--- src/sxd_pkg.sv ---
package sxd_pkg;

  localparam int SPRITE_W = 8;
  localparam int COORD_W  = 9;   // origin plus offset, up to 270
  localparam int CNT_W    = 4;   // iteration count of the remainder unit
  localparam int BASE_W   = 15;  // row * stride, at most 127 * 255
  localparam int IDX_W    = 16;  // linear pixel index before the range check
  localparam int PADDR_W  = 4;

  localparam logic KIND_DRAW = 1'b0;
  localparam logic KIND_READ = 1'b1;

  localparam logic [1:0] REG_WIDTH  = 2'd0;
  localparam logic [1:0] REG_HEIGHT = 2'd1;
  localparam logic [1:0] REG_CLIP   = 2'd2;

  localparam logic [7:0] WIDTH_RST  = 8'd64;
  localparam logic [6:0] HEIGHT_RST = 7'd32;

  typedef enum logic [7:0] {
    S_CLEAR = 8'b0000_0001,
    S_IDLE  = 8'b0000_0010,
    S_MOD   = 8'b0000_0100,
    S_MUL   = 8'b0000_1000,
    S_PIX   = 8'b0001_0000,
    S_WR    = 8'b0010_0000,
    S_RDW   = 8'b0100_0000,
    S_DONE  = 8'b1000_0000
  } state_t;

endpackage

--- src/sxd_rem.sv ---
// Restoring remainder, one dividend bit per cycle.
module sxd_rem
  import sxd_pkg::*;
(
  input  logic               clk,
  input  logic               rst_n,
  input  logic               start,
  input  logic [COORD_W-1:0] dividend,
  input  logic [7:0]         divisor,
  output logic               done,
  output logic [7:0]         remainder
);

  logic [COORD_W-1:0] dvd_r;
  logic [7:0]         rem_r;
  logic [7:0]         div_r;
  logic [CNT_W-1:0]   cnt_r;
  logic               busy_r;
  logic               done_r;
  logic [8:0]         trial;
  logic [8:0]         diff;
  logic               ge;

  assign trial = {rem_r, dvd_r[COORD_W-1]};
  assign ge    = trial >= {1'b0, div_r};
  assign diff  = trial - {1'b0, div_r};

  always_ff @(posedge clk) begin
    if (!rst_n) begin
      busy_r <= 1'b0;
      done_r <= 1'b0;
      cnt_r  <= '0;
    end else if (start) begin
      busy_r <= 1'b1;
      done_r <= 1'b0;
      cnt_r  <= CNT_W'(COORD_W);
    end else if (busy_r) begin
      cnt_r <= cnt_r - 1'b1;
      if (cnt_r == CNT_W'(1)) begin
        busy_r <= 1'b0;
        done_r <= 1'b1;
      end
    end
  end

  always_ff @(posedge clk) begin
    if (start) begin
      dvd_r <= dividend;
      rem_r <= '0;
      div_r <= divisor;
    end else if (busy_r) begin
      rem_r <= ge ? diff[7:0] : trial[7:0];
      dvd_r <= {dvd_r[COORD_W-2:0], 1'b0};
    end
  end

  assign done      = done_r;
  assign remainder = rem_r;

endmodule

--- config.mk ---
export PLATFORM = sky130hd
export DESIGN_NAME = sxd_rem
export DESIGN_NICKNAME = d
export VERILOG_FILES = /design/src/sxd_pkg.sv /design/src/sxd_rem.sv
export SDC_FILE = /design/constraint.sdc
export NUM_CORES = 1
export LEC_CHECK = 0
export BUFFER_PORTS_ARGS = -buffer_cell sky130_fd_sc_hd__buf_4
export CAP_MARGIN = 20
export CELL_PAD_IN_SITES_DETAIL_PLACEMENT = 0
export CELL_PAD_IN_SITES_GLOBAL_PLACEMENT = 1
export CORE_UTILIZATION = 42
export CTS_CLUSTER_DIAMETER = 60
export CTS_CLUSTER_SIZE = 25
export DETAILED_ROUTE_END_ITERATION = 8
export PLACE_DENSITY_LB_ADDON = 0.1
export SYNTH_ARGS = -nofsm -noshare
export SYNTH_HDL_FRONTEND = slang
export SYNTH_SLANG_ARGS = --single-unit
--- constraint.sdc ---
create_clock -name clk -period 2.3 [get_ports clk]
set_input_delay 0.575 -clock clk [delete_from_list [all_inputs] [get_ports clk]]
set_output_delay 0.575 -clock clk [all_outputs]
set_load 0.05 [all_outputs]
==> reports/metrics.cfg <==
[worst_setup_path]
crit_path_start = dvd_r[8]
end_kind = register
timing.rr.end = remainder[6]
arrival_ps = 2260
endpoint = remainder[6]
critical_path_class = register to register
worst_ep_required_time_ps = 2520
startpoint_type = register
cp_max_fo = 3
rrSetupSlack_ps = 260
r2r_start = dvd_r[8]
worstRegToRegCells = 9

[run]
drv_cap = 0

[global_routing]
grt_pass1_wl_um = 5080
grt_usage = 0.167
grt_pass1_vias = 1107
grt_max_degree = 27
overflow = 0
antenna_found_initial = 0

[timing]
period_minus_slack_ps = 2040
clock_skew_ps = 5.30
timing.final.ws_setup_ps = 261
fmax_mhz = 491
fin_tns_setup_ps = 0
slew_viol_final = 0
rsz0062_at_grt = false
tightest_slew_ps = 430
hold_violations = 0
fin_crit_sh = 0.886
slew_headroom = 0.713
setup_viol = 0

[logic_synthesis]
ys_types = 37
synth_cells = 150
seq_area_frac_synth = 0.493
syn-num-nets = 181
synth_compound_area_frac = 0.162
netlist_area_sq_um = 1600
postSynth.asyncResetShare = 0
synth_fa_ha_area_frac = 0.0905
ys_warn_count = 0
dominantRegCellSynth = edfxtp_1
synthSimpleGateAreaFrac = 0.120
synth_edf_count = 17
ys_ff_latch = 31
yosys.area.top_type = edfxtp_1
synth_top_family_by_area = compound AO/OA/AOI/OAI gates
synthXorXnorAreaFrac = 0.0273
muxShareOfSynthArea = 0.0624
yosysTopAreaCellShare = 0.318
synth.area.top_cells = edfxtp_1 (32%), dfxtp_1 (17%), ha_1 (7.8%)
syn_avg_cell_area_sq_um = 10.7

[floorplanning]
die_y_um = 63.8
start_util = 0.438
ioPinCount = 29
rows = 22
core_area_sq_um = 3660
chipWidth_um = 63.8
die_area_sq_um = 4070

[power_and_ir_drop]
peakVddDrop_mv = 0.456
p_leak_nw = 0.819
powerDensity_nw_per_um2 = 669

[detailed_routing]
wl_um = 2990
wl_per_cell_um = 13.0
antenna_left = 0
drt_iter0_markers = 51
drcViolationCount = 0
post_drt_via_cell_ratio = 4.98
vias = 1151
dr.pass1.iters = 5

[cts]
hold_buffers = 0
cts_buffer_depth = 2
cts_tree = done
cts-root-buf = clkbuf_8
clkLatencyLatePin_ps = 280
post_cts_resized = 0
path_clk_slew_ps = 60
cts_setup_buffers = 0
cts_made_buffers = 5
clock_sink_count = 31
htree_levels = 2

[run_status]
status = finished clean

[final_layout]
layout_common_cells = buf_4 (29), edfxtp_1 (17), nor2_1 (15)
layout_commonest_cell = buf_4
finalNetCount = 213
drive_above_1_share = 0.257
synthToLayoutAreaGrowth_pct = 21.0
diodes = 0

[placed_design]
port_buffers = 28
gp_congestion = 0.771
place_ws_ps = 272
dpl.hpwl_um = 2170

[hold_path]
hold_path_class = input pin to register

routing by layer:
metal / track usage / routed length, um / part of all wire
met4: 0.0938 / 55 / 0.018
met1: 0.213 / 1430 / 0.48
met2: 0.254 / 1400 / 0.47
met5: 0 / 0 / 0
met3: 0.0464 / 109 / 0.036
power by group:
group	switching [mW]	leakage [nW]	internal [mW]
logic	0.130	0.493	0.111
clock network	0.190	0.0422	0.212
registers	0.0260	0.284	0.631
cell type report:
class / instances / area, sq um
timing repair buffer: 29 / 218
tap: 48 / 60.1
sequential: 31 / 791
clock buffer: 7 / 76.3
fill: 348 / 1720
clock inverter: 1 / 5.00
multi-input combinational: 102 / 742
inverter: 13 / 48.8
worst min-delay path by stage:
stage	start	slack, ps	end	depth (start not counted)
after floorplan	cnt_r[1]	470	cnt_r[1]	2
after global placement	done	460	done	2
after detailed placement	done	480	done	2
after CTS	divisor[1]	460	div_r[1]	1
after global routing	divisor[0]	460	div_r[0]	1
final	divisor[7]	470	div_r[7]	1
synth_stat cells (2+ instances only):
library cell,count
a21oi_1,11
o31a_1,2
dfxtp_1,14
o21a_1,5
xor2_1,3
inv_1,13
edfxtp_1,17
nand2_1,9
o21ai_0,5
mux2_2,8
nor2b_1,3
a211oi_1,5
ha_1,10
nor2_1,15
clkbuf_1,2
xnor2_1,2
nand2b_1,5
nor3_1,2
flip-flops by register name (all words and copies together), names as in the netlist:
signal	cells
div_r	8
remainder	8
dvd_r	9
cnt_r	4
busy_r	1
done	1
logic make-up after synthesis:
family | after synthesis
XOR/XNOR | 5
AO/OA/AOI/OAI | 38
adder cells (fa/ha/maj) | 11
AND/OR/NAND/NOR | 39
buffers and inverters | 17
flip-flops | 31
multiplexers | 9
critical path, cell delays in order (launching register included):
cell and delay (ps):
edfxtp_1 420, inv_1 80, ha_1 200, fa_1 240, nor2b_4 60, o31a_1 260, o21a_1 190, o21a_1 160
o31a_1 280, o21ai_2 100
per-stage QoR:
stage / area [sq um] / power, mW / hold WS [ps] / instances / util
floorplan: 1600 / 0.836 / 469 / 150 / -
global placement: 1860 / 0.904 / 459 / 223 / 0.508
detailed placement: 1860 / 0.908 / 476 / 223 / 0.508
finish: 1940 / 1.30 / 468 / 231 / 0.530
global route: 1940 / 1.37 / 456 / 231 / 0.530
CTS: 1940 / 1.32 / 457 / 231 / 0.530
Power figures use the tool's default switching activity.
